File: config.mk
export PLATFORM = sky130hd
export DESIGN_NAME = pwm_duty_ramp_generator_core
export DESIGN_NICKNAME = d
export VERILOG_FILES = /design/src/rtl/core/pdrg_pkg.sv /design/src/rtl/core/pdrg_cfg_regs.sv /design/src/rtl/core/pdrg_step.sv /design/src/rtl/core/pwm_duty_ramp_generator_core.sv
export SDC_FILE = /design/constraint.sdc
export NUM_CORES = 1
export LEC_CHECK = 0
export ABC_AREA = 1
export BUFFER_PORTS_ARGS = -buffer_cell sky130_fd_sc_hd__clkbuf_2
export CAP_MARGIN = 20
export CORE_ASPECT_RATIO = 1.5
export CORE_MARGIN = 5
export CORE_UTILIZATION = 38
export CTS_BUF_LIST = sky130_fd_sc_hd__clkbuf_8
export DETAILED_ROUTE_END_ITERATION = 10
export SKIP_LAST_GASP = 1
export SLEW_MARGIN = 20
export SYNTH_ARGS = -nofsm -noshare
export SYNTH_HDL_FRONTEND = slang
export SYNTH_SLANG_ARGS = --single-unit
export TNS_END_PERCENT = 50
File: constraint.sdc
create_clock -name clk -period 4.45 [get_ports clk]
set_input_delay 0.89 -clock clk [delete_from_list [all_inputs] [get_ports clk]]
set_output_delay 0.89 -clock clk [all_outputs]
set_load 0.03 [all_outputs]
File: src/rtl/core/pdrg_pkg.sv
// Types and codes of the PWM duty ramp generator.
package pdrg_pkg;

  localparam int DELAY_BITS     = 16;
  localparam int CFG_INDEX_BITS = 3;
  localparam int CFG_DATA_BITS  = 16;

  typedef logic [1:0] mode_t;
  typedef logic [1:0] dir_t;
  typedef logic [1:0] req_t;
  typedef logic [CFG_INDEX_BITS-1:0] reg_index_t;

  localparam mode_t MODE_HOLD     = 2'd0;
  localparam mode_t MODE_TRIANGLE = 2'd1;
  localparam mode_t MODE_LINEAR   = 2'd2;

  localparam dir_t DIR_UP   = 2'd0;
  localparam dir_t DIR_DOWN = 2'd1;
  localparam dir_t DIR_NONE = 2'd2;

  localparam req_t REQ_TICK    = 2'd0;
  localparam req_t REQ_ENABLE  = 2'd1;
  localparam req_t REQ_DISABLE = 2'd2;

  localparam reg_index_t REG_MODE        = 3'd0;
  localparam reg_index_t REG_START_LEVEL = 3'd1;
  localparam reg_index_t REG_END_LEVEL   = 3'd2;
  localparam reg_index_t REG_STEP_DELAY  = 3'd3;
  localparam reg_index_t REG_INIT_DIR    = 3'd4;

  typedef struct packed {
    mode_t mode;
    dir_t  init_dir;
  } pdrg_ctrl_t;

endpackage

File: src/rtl/core/pdrg_cfg_regs.sv
// Configuration register file of the PWM duty ramp generator.
module pdrg_cfg_regs
  import pdrg_pkg::*;
#(
  parameter int LEVEL_BITS = 8
) (
  input  logic                      clk,
  input  logic                      rst,
  input  logic                      wr_en,
  input  reg_index_t                wr_index,
  input  logic [CFG_DATA_BITS-1:0]  wr_data,
  output pdrg_ctrl_t                ctrl,
  output logic [LEVEL_BITS-1:0]     start_level,
  output logic [LEVEL_BITS-1:0]     end_level,
  output logic [DELAY_BITS-1:0]     step_delay
);

  always_ff @(posedge clk) begin
    if (rst) begin
      ctrl.mode     <= MODE_HOLD;
      ctrl.init_dir <= DIR_UP;
      start_level   <= '0;
      end_level     <= LEVEL_BITS'(255);
      step_delay    <= '0;
    end else if (wr_en) begin
      unique case (wr_index)
        REG_MODE:        ctrl.mode     <= mode_t'(wr_data[1:0]);
        REG_START_LEVEL: start_level   <= wr_data[LEVEL_BITS-1:0];
        REG_END_LEVEL:   end_level     <= wr_data[LEVEL_BITS-1:0];
        REG_STEP_DELAY:  step_delay    <= wr_data[DELAY_BITS-1:0];
        REG_INIT_DIR:    ctrl.init_dir <= dir_t'(wr_data[1:0]);
        default: ;
      endcase
    end
  end

endmodule

File: src/rtl/core/pdrg_step.sv
// Next-state logic for one request: enable, disable, or a tick that holds or takes a timed step.
module pdrg_step
  import pdrg_pkg::*;
#(
  parameter int LEVEL_BITS = 8,
  parameter int TIME_BITS  = 32
) (
  input  req_t                   req,
  input  logic [TIME_BITS-1:0]   now,
  input  pdrg_ctrl_t             ctrl,
  input  logic [LEVEL_BITS-1:0]  start_level,
  input  logic [LEVEL_BITS-1:0]  end_level,
  input  logic [DELAY_BITS-1:0]  step_delay,
  input  logic                   enabled,
  input  logic [LEVEL_BITS-1:0]  level,
  input  dir_t                   heading,
  input  logic [TIME_BITS-1:0]   last_time,
  output logic                   enabled_next,
  output logic [LEVEL_BITS-1:0]  level_next,
  output dir_t                   heading_next,
  output logic [TIME_BITS-1:0]   last_time_next
);

  logic [TIME_BITS-1:0]  elapsed;
  logic                  due;
  dir_t                  tri_dir;
  dir_t                  step_dir;
  logic [LEVEL_BITS-1:0] stepped;

  assign elapsed = now - last_time;
  assign due     = elapsed > TIME_BITS'(step_delay);

  // Triangle turns at the end points before stepping.
  always_comb begin
    if (level == end_level) begin
      tri_dir = DIR_DOWN;
    end else if (level == start_level) begin
      tri_dir = DIR_UP;
    end else begin
      tri_dir = heading;
    end
  end

  assign step_dir = (ctrl.mode == MODE_TRIANGLE) ? tri_dir : heading;

  always_comb begin
    case (step_dir)
      DIR_UP:   stepped = (level == end_level) ? '0 : level + 1'b1;
      DIR_DOWN: stepped = (level == '0) ? end_level : level - 1'b1;
      default:  stepped = level;
    endcase
  end

  always_comb begin
    enabled_next   = enabled;
    level_next     = level;
    heading_next   = heading;
    last_time_next = last_time;
    case (req)
      REQ_ENABLE: begin
        enabled_next = 1'b1;
        heading_next = ctrl.init_dir;
        if (ctrl.mode == MODE_LINEAR && ctrl.init_dir != DIR_UP) begin
          level_next = end_level;
        end else begin
          level_next = start_level;
        end
      end
      REQ_DISABLE: begin
        enabled_next = 1'b0;
        level_next   = '0;
      end
      REQ_TICK: begin
        if (enabled) begin
          if (ctrl.mode == MODE_HOLD) begin
            level_next = start_level;
          end else if (due) begin
            last_time_next = now;
            if (ctrl.mode == MODE_TRIANGLE) begin
              heading_next = tri_dir;
              level_next   = stepped;
            end else if (ctrl.mode == MODE_LINEAR) begin
              level_next = stepped;
            end
          end
        end
      end
      default: ;
    endcase
  end

endmodule

File: src/rtl/core/pwm_duty_ramp_generator_core.sv
// Top level of the PWM duty ramp generator: request stage, state and result register.
//
// Channel   Dir  Handshake           Payload
// s_*       in   s_tvalid/s_tready   s_tuser = req_type, s_tdata = now_ms
// m_*       out  m_tvalid/m_tready   m_tdata = duty, is_active
// cfg_*     in   cfg_valid/cfg_ready cfg_index, cfg_data
//
// One beat per cycle while results are taken; a result passes through the request
// register, then through the step logic into the result
// register. The state update and the result load share one edge, so the next
// request sees the new state. A stalled result holds the request stage; reset
// is synchronous and clears the state, configuration and both valid flags.
// Configuration writes are always taken.
module pwm_duty_ramp_generator_core
  import pdrg_pkg::*;
#(
  parameter int LEVEL_BITS = 8,
  parameter int TIME_BITS  = 32
) (
  input  logic                                  clk,
  input  logic                                  rst,
  // requests
  input  logic                                  s_tvalid,
  output logic                                  s_tready,
  input  logic [((TIME_BITS+7)/8)*8-1:0]        s_tdata,   // [TIME_BITS-1:0] now_ms
  input  logic [1:0]                            s_tuser,   // [1:0] req_type
  // results
  output logic                                  m_tvalid,
  input  logic                                  m_tready,
  output logic [((LEVEL_BITS+8)/8)*8-1:0]       m_tdata,   // [LEVEL_BITS-1:0] duty,
                                                           // [LEVEL_BITS] is_active
  // configuration writes
  input  logic                                  cfg_valid,
  output logic                                  cfg_ready,
  input  logic [CFG_INDEX_BITS-1:0]             cfg_index,
  input  logic [CFG_DATA_BITS-1:0]              cfg_data
);

  localparam int OUT_BITS = ((LEVEL_BITS + 8) / 8) * 8;

  pdrg_ctrl_t            ctrl;
  logic [LEVEL_BITS-1:0] start_level;
  logic [LEVEL_BITS-1:0] end_level;
  logic [DELAY_BITS-1:0] step_delay;

  // Request stage.
  logic                  in_valid;
  req_t                  in_req;
  logic [TIME_BITS-1:0]  in_now;

  // Generator state.
  logic                  enabled;
  logic [LEVEL_BITS-1:0] level;
  dir_t                  heading;
  logic [TIME_BITS-1:0]  last_time;

  logic                  enabled_next;
  logic [LEVEL_BITS-1:0] level_next;
  dir_t                  heading_next;
  logic [TIME_BITS-1:0]  last_time_next;

  // Result register.
  logic                  out_valid;
  logic [LEVEL_BITS-1:0] out_duty;
  logic                  out_active;

  logic                  out_free;
  logic                  advance;

  assign cfg_ready = 1'b1;

  pdrg_cfg_regs #(
    .LEVEL_BITS (LEVEL_BITS)
  ) u_cfg (
    .clk         (clk),
    .rst         (rst),
    .wr_en       (cfg_valid),
    .wr_index    (cfg_index),
    .wr_data     (cfg_data),
    .ctrl        (ctrl),
    .start_level (start_level),
    .end_level   (end_level),
    .step_delay  (step_delay)
  );

  pdrg_step #(
    .LEVEL_BITS (LEVEL_BITS),
    .TIME_BITS  (TIME_BITS)
  ) u_step (
    .req            (in_req),
    .now            (in_now),
    .ctrl           (ctrl),
    .start_level    (start_level),
    .end_level      (end_level),
    .step_delay     (step_delay),
    .enabled        (enabled),
    .level          (level),
    .heading        (heading),
    .last_time      (last_time),
    .enabled_next   (enabled_next),
    .level_next     (level_next),
    .heading_next   (heading_next),
    .last_time_next (last_time_next)
  );

  // The result register frees up when empty or when its beat is taken.
  assign out_free = !out_valid || m_tready;
  assign advance  = in_valid && out_free;
  assign s_tready = !in_valid || out_free;

  always_ff @(posedge clk) begin
    if (rst) begin
      in_valid  <= 1'b0;
      out_valid <= 1'b0;
      enabled   <= 1'b0;
      level     <= '0;
      heading   <= DIR_UP;
      last_time <= '0;
    end else begin
      if (s_tready) begin
        in_valid <= s_tvalid;
      end
      // Commit the state together with the result it produces.
      if (advance) begin
        out_valid <= 1'b1;
        enabled   <= enabled_next;
        level     <= level_next;
        heading   <= heading_next;
        last_time <= last_time_next;
      end else if (m_tready) begin
        out_valid <= 1'b0;
      end
    end
  end

  always_ff @(posedge clk) begin
    if (s_tready && s_tvalid) begin
      in_req <= req_t'(s_tuser);
      in_now <= s_tdata[TIME_BITS-1:0];
    end
    if (advance) begin
      out_duty   <= level_next;
      out_active <= enabled_next;
    end
  end

  assign m_tvalid = out_valid;
  assign m_tdata  = OUT_BITS'({out_active, out_duty});

endmodule

# Word level (Yosys, flattened, before mapping)

Index checks and enable logic that the tools add are counted.

Output and inout bits: 19
Register bits: 124

Eq/ne operators: 14
Add/sub/neg operators: 3
Order comparisons: 1
Multiplexer cells: 20
Reduce and logical (&&, ||, !) cells: 22
Bitwise operators: 1

Operators with widths:

| cell                  | number |
|---|---|
| $mux W8               | 8 |
| $gt A32 B16 Y1        | 1 |
| $sub A32 B32 Y32      | 1 |
| $pmux W8 S3           | 1 |
| $eq A8 B8 Y1          | 2 |
| $pmux W8 S2           | 1 |
| $mux W2               | 6 |
| $reduce_and A2 Y1     | 5 |
| $reduce_and A5 Y1     | 2 |
| $add A8 B1 Y8 const B | 1 |
| $logic_not A8 Y1      | 1 |
| $sub A8 B1 Y8 const B | 1 |
| $eq A2 B1 Y1 const B  | 3 |
| $eq A3 B2 Y1 const B  | 2 |
| $logic_not A2 Y1      | 3 |
| $reduce_bool A2 Y1    | 3 |
| $eq A2 B2 Y1 const B  | 2 |
| $ne A2 B2 Y1 const B  | 2 |
| $pmux W2 S2           | 1 |
| $eq A3 B1 Y1 const B  | 1 |
| $eq A3 B3 Y1 const B  | 1 |
| $logic_and A1 B1 Y1   | 3 |
| $logic_not A3 Y1      | 1 |
| $logic_not A1 Y1      | 2 |
| other kinds (5)       | 7 |

# Depth between registers and ports, before layout

Gate-level depths: netlist of run 1.

Word-level depth: 12
Gate-level depth with buffers: 30
Mapped depth without buffers: 30

# Cells and area by module

Synthesis of run 1 repeated with hierarchy kept, for this count alone.

Cell total of the unflattened synthesis: 1608
Area, all modules: 9988.3 µm²

Modules (own cells, without submodules):

| module                       | cells each | sequential area each (µm²) | area each (µm²) | instances |
|---|---|---|---|---|
| pdrg_step                    | 1044       | 0.0                        | 5042.3          | 1 |
| pwm_duty_ramp_generator_core | 348        | 2192.1                     | 3454.6          | 1 |
| pdrg_cfg_regs                | 216        | 720.7                      | 1491.4          | 1 |

# Worst setup path before layout of run 1

OpenSTA, ideal clock, no wires.

Path type: reg-to-reg
Start point: reg in_now[0]
End point: reg out_duty[5] (data pin)
Stages on the path, launching flop included: 28
Arrival: 3180 ps
Path buffers: 0
Path slack: 1019 ps
Library setup time: 251 ps
Cell sequence: edfxtp_1 -> inv_1 -> ha_1 -> fa_1 -> inv_1 -> nand3_1 -> nand3_1 -> nand3_1 -> nand3_1 -> xor2_1 -> ha_1 -> nand2_1 -> nor4_1 -> nand3_1 -> nand2_1 -> nand3_1 -> nor2_1 -> nand2_1 -> nor2_2 -> nand2_4 -> nand2_2 -> nand2_1 -> nand3_1 -> nand2_1 -> nand2_1 -> nand2_1 -> nand2_1 -> inv_1

Longest elaborated chain between the ends: 6

Ends and longest elaborated chain:

| what                    | line                                | source |
|---|---|---|
| start, declared         | pwm_duty_ramp_generator_core.sv:49  | `logic [TIME_BITS-1:0] in_now;` |
| start signal, assigned  | pwm_duty_ramp_generator_core.sv:139 | `in_now <= s_tdata[TIME_BITS-1:0];` |
| $sub A32 B32 Y32        | pdrg_step.sv:30                     | `assign elapsed = now - last_time;` |
| $gt A32 B16 Y1          | pdrg_step.sv:31                     | `assign due = elapsed > TIME_BITS'(step_delay);` |
| $mux W8                 | pdrg_step.sv:77                     | `end else if (due) begin` |
| $mux W8                 | pdrg_step.sv:75                     | `if (ctrl.mode == MODE_HOLD) begin` |
| $mux W8                 | pdrg_step.sv:74                     | `if (enabled) begin` |
| $pmux W8 S3             | pdrg_step.sv:59                     | `case (req)` |
| named net level_next[5] | pwm_duty_ramp_generator_core.sv:58  | `logic [LEVEL_BITS-1:0] level_next;` |
| end signal, assigned    | pwm_duty_ramp_generator_core.sv:142 | `out_duty <= level_next;` |
| end, declared           | pwm_duty_ramp_generator_core.sv:64  | `logic [LEVEL_BITS-1:0] out_duty;` |

The timed path passes the listed nets, and every way through them passes these cells.
A chain may end at the register's enable or synchronous reset.

# Worst setup path after layout of run 1

Start point: reg in_now[12]
End point: reg out_duty[2] (data pin)

Same word-level chain as after synthesis.

==> out/summary.txt, run 1 <==
end of the critical path = out_duty[2]$_DFFE_PP_
Cell variety after synth = 42
Place WS = 0.3035 ns
setup tns final = 0 ns
initial antenna violation count = 0
sequential element share of the synthesized area = 0.3322
WL per Instance = 15.63 um
crit start category = flip-flop
Cell Area, Synth = 0.008767 mm2
post-layout minimum cycle time = 3.956 ns
Final Slew Violations = 0
dpl cells = 1656
Core Region = 0.02289 mm2
status = completed
num ports = 77
drt total wl = 26.40 mm
first-pass GRT wire length = 41.04 mm
# port buffers = 68
Max FO, Critical Path = 10
synthesized area per cell = 6.572 um2
Total Routing Usage GR = 0.2005
antenna cells = 0
Max clock buf depth = 2
final setup vio count = 0
starting DRC count in detailed routing = 403
worst clock skew = 0.01746 ns
CTS tree = done
kind of critical path = reg2reg
largest net degree at the start of global routing = 66
ys async rst share = 0
Final period util = 0.8890
Via Count = 8351
Peak VDD IR = 181.5 uV
Tightest Pin Transition = 1.002 ns
clock root cell = clkbuf_8
hold_buf cts = 0
Ys Warns = 0
DP HPWL = 20.75 mm
vias in the first global route = 8173
worst skew pair latency = 0.48 ns
vias per inst = 4.944
DRC viols = 0
die area = 0.02627 mm2
Most used DFF post-synth = dfxtp_1
CTS clock-pin slew for the worst setup and hold paths = 0.07 ns
clock sink count = 124
final antenna-violating net count = 0
final non-filler cell total = 1689
crit end category = flip-flop
First-pass DRT Iterations = 5
hold_ws = 0.4526 ns
Worst Path Arrival = 4.19 ns
gpl congestion = 0.9441
Slew HR = 0.3302
row count = 68
Util after Layout = 0.4248
layout cells sized above 1 = 0.1100
worst hold-check path type = reg2reg
EDFF count, synth = 43
Final Hold Fails = 0
r2r setup slk = 0.49 ns
Critical Path RT = 4.68 ns
post-route setup slack = 0.4938 ns
Initial Util = 0.3831
total of fill cells in the finished design = 2469
max cap viols = 0
nets = 1507
power density cells = 289.4 mW/mm2
worst r2r dst = out_duty[2]$_DFFE_PP_
GRT overflow = 0
unrepaired setup endpoints after global routing = false
r2r worst-path depth = 26
Leak Pwr = 0.004871 uW
worst setup path startpoint = in_now[12]$_DFFE_PP_
# H-tree levels = 4
Syn Inst Count = 1334
area grow syn2layout = 10.90%
Die Height = 196.0 um
Horiz. Die Dim = 134.0 um
Max Clock Freq = 252.8 MHz
TritonCTS Buffers = 17
worst r2r src = in_now[12]$_DFFE_PP_
register bit total from synthesis = 124
==> routing by layer <==
layer	GRT usage	vias up	part of all wire
li1	-	4342	-
met1	0.2073	3760	0.39
met2	0.3751	173	0.53
met3	0.03130	76	0.028
met4	0.1215	0	0.056
met5	0	-	0
==> worst max-delay path, cell delays in order (launching register included) <==
cell and delay (ns):
edfxtp_1 0.42, ha_1 0.38, nand2_1 0.19, inv_1 0.06
nand2_1 0.06, nand2_1 0.11, a21oi_1 0.13, nand2_1 0.17
xor2_1 0.20, ha_1 0.28, nand2_1 0.07, nor4_1 0.34
nand3_1 0.11, nand2_1 0.12, nand3_1 0.08, nor2_1 0.08
nand2_1 0.06, nor2_2 0.14, nand2_4 0.11, nand2_2 0.13
nand2_1 0.06, nand3_1 0.08, nand2_1 0.06, nand2_1 0.06
nand2_1 0.05, nand2_1 0.11, inv_1 0.05
==> worst min-delay path by stage <==
stage | cells after the start | slack [ns] | startpoint | endpoint
after floorplan | 2 | 0.43 | last_time[0]$_SDFFE_PP0P_ | last_time[0]$_SDFFE_PP0P_
after global placement | 2 | 0.44 | last_time[29]$_SDFFE_PP0P_ | last_time[29]$_SDFFE_PP0P_
after detailed placement | 2 | 0.44 | u_cfg.step_delay[0]$_SDFFE_PP0P_ | u_cfg.step_delay[0]$_SDFFE_PP0P_
after CTS | 2 | 0.46 | u_cfg.step_delay[0]$_SDFFE_PP0P_ | u_cfg.step_delay[0]$_SDFFE_PP0P_
after global routing | 2 | 0.47 | last_time[31]$_SDFFE_PP0P_ | last_time[31]$_SDFFE_PP0P_
final | 2 | 0.45 | last_time[0]$_SDFFE_PP0P_ | last_time[0]$_SDFFE_PP0P_
==> cell type report <==
cell class                      count  area (um2)  share of cell area
Multi-Input combinational cell    929        4715              0.4849
Sequential cell                   124        2913              0.2996
Inverter                          245       919.6             0.09458
Timing Repair Buffer               79       452.9             0.04658
Tap cell                          280       350.3             0.03603
Clock buffer                       19       261.5             0.02689
Clock inverter                     13       111.4             0.01145
==> sequential cells by signal, indices dropped and copies added, names as in the netlist, 4 cells and up <==
register and cells:
out_duty 8, in_now 32, u_cfg.start_level 8, last_time 32, u_cfg.end_level 8, u_cfg.step_delay 16, level 8, u_cfg.ctrl 4
==> what timing repair did <==
| action | in CTS | in global routing |
|---|---|---|
| resized for setup | 0 | 1 |
| setup buffers | 0 | 0 |
| hold endpoints to repair | 0 | 0 |
| setup endpoints to repair | 0 | 2 |
==> power breakdown <==
part           total (uW)  leakage, uW  internal, uW  switching, uW
Sequential           1260      0.00108          1220           36.6
Clock                 976     0.000216           512            463
Combinational         583      0.00358           196            387
Total                2810      0.00487          1930            887
==> layout by cell type (no fill, tap or decap), types with 43 or more instances in the layout <==
master    instances
edfxtp_1         43
dfxtp_1          81
inv_1           236
o21ai_0          77
nand3_1          66
a21oi_1          96
clkbuf_2         68
ha_1             52
nor2_1           96
nand2_1         398
==> logic make-up after synthesis <==
group | Yosys count | share of synthesized area
compound gates | 240 | 0.1523
xor+xnor | 19 | 0.01898
fa+ha+maj | 53 | 0.07649
buf+inv | 287 | 0.1329
flops | 124 | 0.3322
other cells | 2 | 0.0008566
simple gates | 609 | 0.2863
==> cells in the mapped netlist (5+ instances only) <==
master,n,area share
edfxtp_1,43,0.15
a21oi_1,96,0.055
nor2_2,5,0.0036
dfxtp_1,81,0.18
o21ai_1,24,0.014
o211ai_1,12,0.010
xor2_1,16,0.016
o21ai_0,77,0.044
a21oi_2,20,0.020
nor2_1,97,0.042
buf_4,14,0.012
nand2_1,398,0.17
nand4_1,17,0.012
nand3_1,66,0.038
inv_1,232,0.099
inv_2,9,0.0039
ha_1,52,0.074
clkbuf_1,18,0.0077
nor3_1,7,0.0040
==> metrics by stage <==
| stage | area [um2] | total power [uW] |
|---|---|---|
| final | 9723 | 2814 |
| after global routing | 9723 | 2974 |
| after CTS | 9696 | 2842 |
| after detailed placement | 9323 | 1862 |
| after global placement | 9323 | 1861 |
| after floorplan | 8790 | 1688 |
Power figures use the tool's default switching activity.
==> run 2: changes to the inputs <==
Settings changed: ABC_AREA 1 to default.
==> out/summary.txt, run 2 <==
vias per inst = 5.693 (+15%)
Core Region = 0.02289 mm2 (unchanged)
DRC viols = 0 (unchanged)
register bit total from synthesis = 124 (unchanged)
WHS Endpoint = u_cfg.step_delay[11]$_SDFFE_PP0P_
sequential power share = 0.442 (-0.004)
CP max-delay cell = or4_4
GRT overflow = 0 (unchanged)
worst skew pair latency = 0.48 ns (about the same)
synthesized area per cell = 8.160 um2 (+24%)
largest net degree at the start of global routing = 71 (+7.6%)
Syn Inst Count = 1072 (-20%)
ranking of synthesized cells by area = dfxtp_1 19%, edfxtp_1 15%, ha_1 7.4%
final instance area = 0.01047 mm2 (+7.6%)
unrepaired setup endpoints after global routing = true
Total Routing Usage GR = 0.1993 (-0.001170)
Final Slew Violations = 0 (unchanged)
status = finished, violations left
antenna cells = 0 (unchanged)
Ys Warns = 0 (unchanged)
NetSw = 794.4 uW (-10%)
ys async rst share = 0 (unchanged)
Hold Startpoint = u_cfg.step_delay[11]$_SDFFE_PP0P_
initial antenna violation count = 0 (unchanged)
Comb pwr share = 0.178 (-0.029)
num ports = 77 (unchanged)
CTS clock-pin slew for the worst setup and hold paths = 0.08 ns (about the same)
row count = 68 (unchanged)
EDFF count, synth = 43 (unchanged)
leading cell type in the layout, fill and taps excluded = a21oi_1
Worst Path Arrival = 4.70 ns (+0.51 ns)
power density cells = 265.6 mW/mm2 (-8.2%)
placed cell area = 0.009686 mm2 (+3.9%)
Util after Layout = 0.4573 (+0.03247)
Cell Area, Synth = 0.008747 mm2 (-0.23%)
Cell variety after synth = 86 (+100%)
Largest regs = in_now (32), last_time (32), u_cfg.step_delay (16)
sequential element share of the synthesized area = 0.3330 (+0.0007604)
max cap viols = 0 (unchanged)
Internal Power = 1986 uW (+3.0%)
final setup vio count = 3 (+3)
Critical Path RT = 4.68 ns (about the same)
commonest non-fill, non-tap cells in the layout = 114 x a21oi_1, 106 x nand2_1, 89 x nor2_1, 81 x dfxtp_1, 75 x buf_4
Max FO, Critical Path = 8 (-2)
Initial Util = 0.3822 (-0.0008747)
Final Hold Fails = 0 (unchanged)
worst r2r src = in_now[0]$_DFFE_PP_
Peak VDD IR = 275.7 uV (+52%)
crit start category = flip-flop
crit end category = flip-flop
dpl cells = 1426 (-14%)
cells along the critical path = inv_1, ha_4, fa_2, nor2b_4, o2111ai_4, a211oi_2, nor2_2, xnor2_1, ha_1, nand4_1, or4_4, or2_4, a21oi_1, and4_1, nand4_1, o22ai_4, buf_6, nor4b_4, nor4_1
WL per Instance = 18.03 um (+15%)
clock power share = 0.380 (+0.033)
post-route setup slack = -0.02139 ns (-0.5152 ns)
setup tns final = -0.03515 ns (-0.03515 ns)
post-synth top area share = 0.1854 (+0.0004233)
Commonest cells post-synth = 123 x a21oi_1, 106 x nand2_1, 91 x nor2_1
drt total wl = 26.53 mm (+0.51%)
Horiz. Die Dim = 133.9 um (-0.10%)
Final period util = 1.005 (+0.1158)
nets = 1289 (-14%)
clock sink count = 124 (unchanged)
r2r worst-path depth = 19 (-27%)
Worst path most repeated cell = nand4_1
Slew HR = 0.3850 (+0.05472)
CP Buf/Inv Count = 2 (unchanged)
r2r setup slk = -0.02 ns (-0.52 ns)
violated checks = negative setup slack
clock root cell = clkbuf_8
final non-filler cell total = 1471 (-13%)
worst hold-check path type = reg2reg
# H-tree levels = 4 (unchanged)
vias in the first global route = 8010 (-2.0%)
DP HPWL = 19.88 mm (-4.2%)
Critical Path Max Stage Delay = 0.53 ns (+0.11 ns)
layout cells sized above 1 = 0.2133 (+0.1033)
sw frac = 0.2857 (-0.02934)
Die Height = 195.8 um (-0.11%)
gpl congestion = 0.9714 (+2.9%)
Most used DFF post-synth = dfxtp_1
kind of critical path = reg2reg
Max Clock Freq = 223.6 MHz (-12%)
Tightest Pin Transition = 0.9192 ns (-0.08267 ns)
worst r2r dst = out_duty[6]$_DFFE_PP_
first-pass GRT wire length = 41.34 mm (+0.72%)
hold_buf cts = 0 (unchanged)
die area = 0.02622 mm2 (-0.21%)
worst clock skew = 0.01732 ns (-0.0001449 ns)
top-count cell post-synth = a21oi_1
# port buffers = 68 (unchanged)
CP delay by family, top = simple AND/OR/NAND/NOR gates
Via Count = 8375 (+0.29%)
First-pass DRT Iterations = 5 (unchanged)
worst hold stages = 2 (unchanged)
CTS tree = done
TritonCTS Buffers = 17 (unchanged)
starting DRC count in detailed routing = 463 (+15%)
area grow syn2layout = 19.65%
hold_ws = 0.4587 ns (+0.006089 ns)
leading area contributor after synthesis = dfxtp_1
final antenna-violating net count = 0 (unchanged)
post-layout minimum cycle time = 4.471 ns (+0.5152 ns)
Leak Pwr = 0.003854 uW (-21%)
Max clock buf depth = 2 (unchanged)
[run 2: power groups by stage]
stage               registers, uW  logic, uW  clock network (uW)
floorplan                    1250        307                   0
global placement             1250        470                   0
detailed placement           1250        473                   0
CTS                          1230        485                1090
global route                 1230        541                1130
finish                       1230        494                1060
[run 2: routing by layer]
metal | wire length (um) | global-route usage
met4 | 1355 | 0.1140
met3 | 881 | 0.03438
met2 | 14150 | 0.3762
met1 | 10150 | 0.2037
met5 | 0 | 0
[run 2: area by class of cell]
| class | count | area [um2] |
|---|---|---|
| fill | 2265 | 12420 |
| multi-input combinational | 816 | 5502 |
| sequential | 124 | 2913 |
| timing repair buffer | 151 | 1037 |
| tap | 280 | 350.3 |
| clock buffer | 19 | 261.5 |
| inverter | 68 | 255.2 |
| clock inverter | 13 | 147.6 |
[run 2: kinds of logic (layout without fill, tap and decap cells)]
logic type      Yosys count  after routing  share of synthesized area
simple gates            358            358                     0.2007
other cells               2              8                  0.0008586
mux                      42             42                    0.04878
buf+inv                 138            251                    0.06823
xor+xnor                 35             35                    0.03504
flops                   124            124                     0.3330
compound gates          320            320                     0.2367
fa+ha+maj                53             53                    0.07667
[run 2: worst max-delay path by stage]
stage                         from                      end  slack, ns  cells past startpoint
2_1_floorplan  in_now[9]$_DFFE_PP_  heading[1]$_SDFFE_PP0P_      0.002                     18
3_3_place_gp   in_now[0]$_DFFE_PP_    out_duty[6]$_DFFE_PP_      -0.32                     19
3_5_place_dp   in_now[0]$_DFFE_PP_    out_duty[6]$_DFFE_PP_      -0.42                     19
4_1_cts        in_now[1]$_DFFE_PP_    out_duty[6]$_DFFE_PP_      -0.02                     20
5_1_grt        in_now[0]$_DFFE_PP_    out_duty[6]$_DFFE_PP_      -0.20                     19
6_report       in_now[0]$_DFFE_PP_    out_duty[6]$_DFFE_PP_      -0.02                     19
[run 2: stage by stage]
step                setup slack (ns)  total power, uW
global route                 -0.1957             2903
finish                      -0.02139             2780
CTS                         -0.01998             2806
floorplan                   0.002002             1559
detailed placement           -0.4182             1728
global placement             -0.3183             1725
[run 2: repair_timing]
item                       4_1_cts  5_1_grt
hold endpoints to repair         0        0
resized for setup               28       35
setup endpoints to repair       50       50
pin swaps                       18       29
cloned                           0        1
buffers inserted                 6        7
[run 2: tightest hold or removal path, cell delays in order (launching register included)]
cell     delay (ns)
dfxtp_1        0.31
nand2_1        0.05
a21oi_1        0.05
==> run 3: changes to the inputs <==
Settings changed: CORE_ASPECT_RATIO 1.5 to default.
==> out/summary.txt, run 3 (synthesis results as in run 2) <==
final instance area = 0.01048 mm2 (+0.16%)
Worst path most repeated cell = ha_1
Leak Pwr = 0.003835 uW (-0.48%)
gpl congestion = 0.9219 (-5.1%)
max cap viols = 0 (unchanged)
WL per Instance = 17.51 um (-2.9%)
worst hold stages = 2 (unchanged)
post-layout minimum cycle time = 4.537 ns (+0.06572 ns)
Hold Startpoint = last_time[11]$_SDFFE_PP0P_
kind of critical path = reg2reg
Util after Layout = 0.4630 (+0.005697)
CTS tree = done
Comb pwr share = 0.184 (+0.006)
vias per inst = 5.623 (-1.2%)
DP HPWL = 18.89 mm (-5.0%)
Horiz. Die Dim = 161.7 um (+21%)
# H-tree levels = 4 (unchanged)
cells along the critical path = ha_1, nor2b_4, o2111a_2, o2111ai_4, and2_4, o31ai_2, xor2_1, ha_1, nand4_1, or4_4, or2_4, a2bb2oi_2, o2111ai_2, a211oi_4, and4_4, clkbuf_16, o21ai_0, a21oi_1
initial antenna violation count = 0 (unchanged)
Sequential Area = 0.002914 mm2 (about the same)
First-pass DRT Iterations = 6 (+1)
crit end category = flip-flop
worst hold-check path type = reg2reg
clock power share = 0.362 (-0.018)
commonest non-fill, non-tap cells in the layout = 115 x a21oi_1, 106 x nand2_1, 90 x nor2_1, 80 x dfxtp_1, 73 x buf_4
final antenna-violating net count = 0 (unchanged)
clock sink count = 124 (unchanged)
Internal Power = 1897 uW (-4.5%)
worst skew pair latency = 0.46 ns (-0.02 ns)
worst r2r dst = last_time[23]$_SDFFE_PP0P_
layout cells sized above 1 = 0.2175 (+0.004198)
hold_buf cts = 0 (unchanged)
unrepaired setup endpoints after global routing = true
hold_ws = 0.4568 ns (-0.001859 ns)
area grow syn2layout = 19.84%
vias in the first global route = 7781 (-2.9%)
antenna cells = 0 (unchanged)
WHS Endpoint = last_time[11]$_SDFFE_PP0P_
setup tns final = -1.185 ns (-1.150 ns)
Final Hold Fails = 0 (unchanged)
leading cell type in the layout, fill and taps excluded = a21oi_1
clock root cell = clkbuf_8
row count = 55 (-19%)
power density cells = 258.0 mW/mm2 (-2.9%)
Slew HR = 0.3720 (-0.01297)
Critical Path Max Stage Delay = 0.55 ns (+0.02 ns)
placed cell area = 0.009708 mm2 (+0.23%)
Worst Path Arrival = 4.91 ns (+0.21 ns)
CP max-delay cell = or4_4
area of the multi-input gates = 0.005532 mm2 (+0.55%)
status = finished, violations left
first-pass GRT wire length = 40.74 mm (-1.5%)
starting DRC count in detailed routing = 761 (+64%)
Die Height = 161.7 um (-17%)
sequential power share = 0.454 (+0.012)
worst r2r src = in_now[1]$_DFFE_PP_
worst clock skew = 0.01379 ns (-0.003528 ns)
Largest regs = in_now (32), last_time (32), u_cfg.step_delay (16)
die area = 0.02615 mm2 (-0.24%)
drt total wl = 25.84 mm (-2.6%)
final setup vio count = 32 (+29)
largest net degree at the start of global routing = 40 (-44%)
Max Clock Freq = 220.4 MHz (-1.4%)
Initial Util = 0.3863 (+0.004161)
Tightest Pin Transition = 0.9420 ns (+0.02284 ns)
Final period util = 1.020 (+0.01477)
NetSw = 808.0 uW (+1.7%)
DRC viols = 0 (unchanged)
r2r worst-path depth = 18 (-1)
# port buffers = 68 (unchanged)
post-route setup slack = -0.08711 ns (-0.06572 ns)
Core Region = 0.02264 mm2 (-1.1%)
Total Routing Usage GR = 0.1908 (-0.008554)
Max clock buf depth = 2 (unchanged)
Via Count = 8300 (-0.90%)
total of fill cells in the finished design = 2261 (-0.18%)
Max FO, Critical Path = 6 (-2)
CTS clock-pin slew for the worst setup and hold paths = 0.08 ns (about the same)
TritonCTS Buffers = 17 (unchanged)
GRT overflow = 0 (unchanged)
sw frac = 0.2987 (+0.01298)
Final Slew Violations = 0 (unchanged)
worst setup path startpoint = in_now[1]$_DFFE_PP_
r2r setup slk = -0.09 ns (-0.07 ns)
crit start category = flip-flop
num ports = 77 (unchanged)
nets = 1289 (unchanged)
violated checks = negative setup slack
Peak VDD IR = 153.3 uV (-44%)
Critical Path RT = 4.82 ns (+0.14 ns)
run 3: changes by cell type in the layout (fill, tap and decap cells not counted), sizes merged:
cell,change
clkinvlp,+3
clkinv,+3
buf,-1
bufinv,-1
inv,-3
clkbuf,-1
run 3: per-layer routing:
metal / share of wire / global-route usage / wire, um / vias up
met3: 0.051 / 0.03299 / 1323 / 40
met1: 0.45 / 0.2538 / 11520 / 3936
met2: 0.49 / 0.3259 / 12660 / 228
li1: - / - / - / 4096
met4: 0.013 / 0.04344 / 331 / 0
met5: 0 / 0 / 0 / -
run 3: worst max-delay path, delay by kind of cell (launching register included):
family	cells	cell delay, ns
flip-flops	1	0.42
adder cells (fa/ha/maj)	2	0.62
XOR/XNOR	1	0.12
buffers and inverters	1	0.21
AO/OA/AOI/OAI	8	1.39
AND/OR/NAND/NOR	6	1.68
run 3: power by group through the flow:
stage | Sequential [uW] | Combinational (uW) | Clock (uW)
floorplan | 1250 | 307 | 0
global placement | 1250 | 465 | 0
detailed placement | 1250 | 469 | 0
CTS | 1230 | 487 | 999
global route | 1230 | 547 | 1050
finish | 1230 | 498 | 979
run 3: worst max path at each step:
stage / endpoint / slack, ns / depth (start not counted)
after floorplan: heading[1]$_SDFFE_PP0P_ / 0.002 / 18
after global placement: out_duty[6]$_DFFE_PP_ / -0.24 / 19
after detailed placement: out_duty[4]$_DFFE_PP_ / -0.39 / 19
after CTS: heading[1]$_SDFFE_PP0P_ / 0.005 / 18
after global routing: last_time[21]$_SDFFE_PP0P_ / -0.31 / 20
final: last_time[23]$_SDFFE_PP0P_ / -0.09 / 18
run 3: repair_timing:
item,CTS,global route
resized for setup,36,32
pin swaps,17,35
setup buffers,8,3
setup endpoints to repair,50,50
gates cloned,0,3
run 3: cell type report:
class                           count  share of cell area
Timing Repair Buffer              151              0.1006
Clock buffer                       17             0.02232
Inverter                           68             0.02435
Clock inverter                     15             0.01301
Sequential cell                   124              0.2780
Tap cell                          285             0.03402
Multi-Input combinational cell    816              0.5277
run 3: stage by stage:
| step | setup slack [ns] | instances | total power (uW) |
|---|---|---|---|
| finish | -0.08711 | 1476 | 2705 |
| global route | -0.3136 | 1476 | 2828 |
| CTS | 0.004873 | 1470 | 2714 |
| detailed placement | -0.3921 | 1431 | 1723 |
| global placement | -0.2375 | 1431 | 1718 |
| floorplan | 0.002002 | 1078 | 1559 |
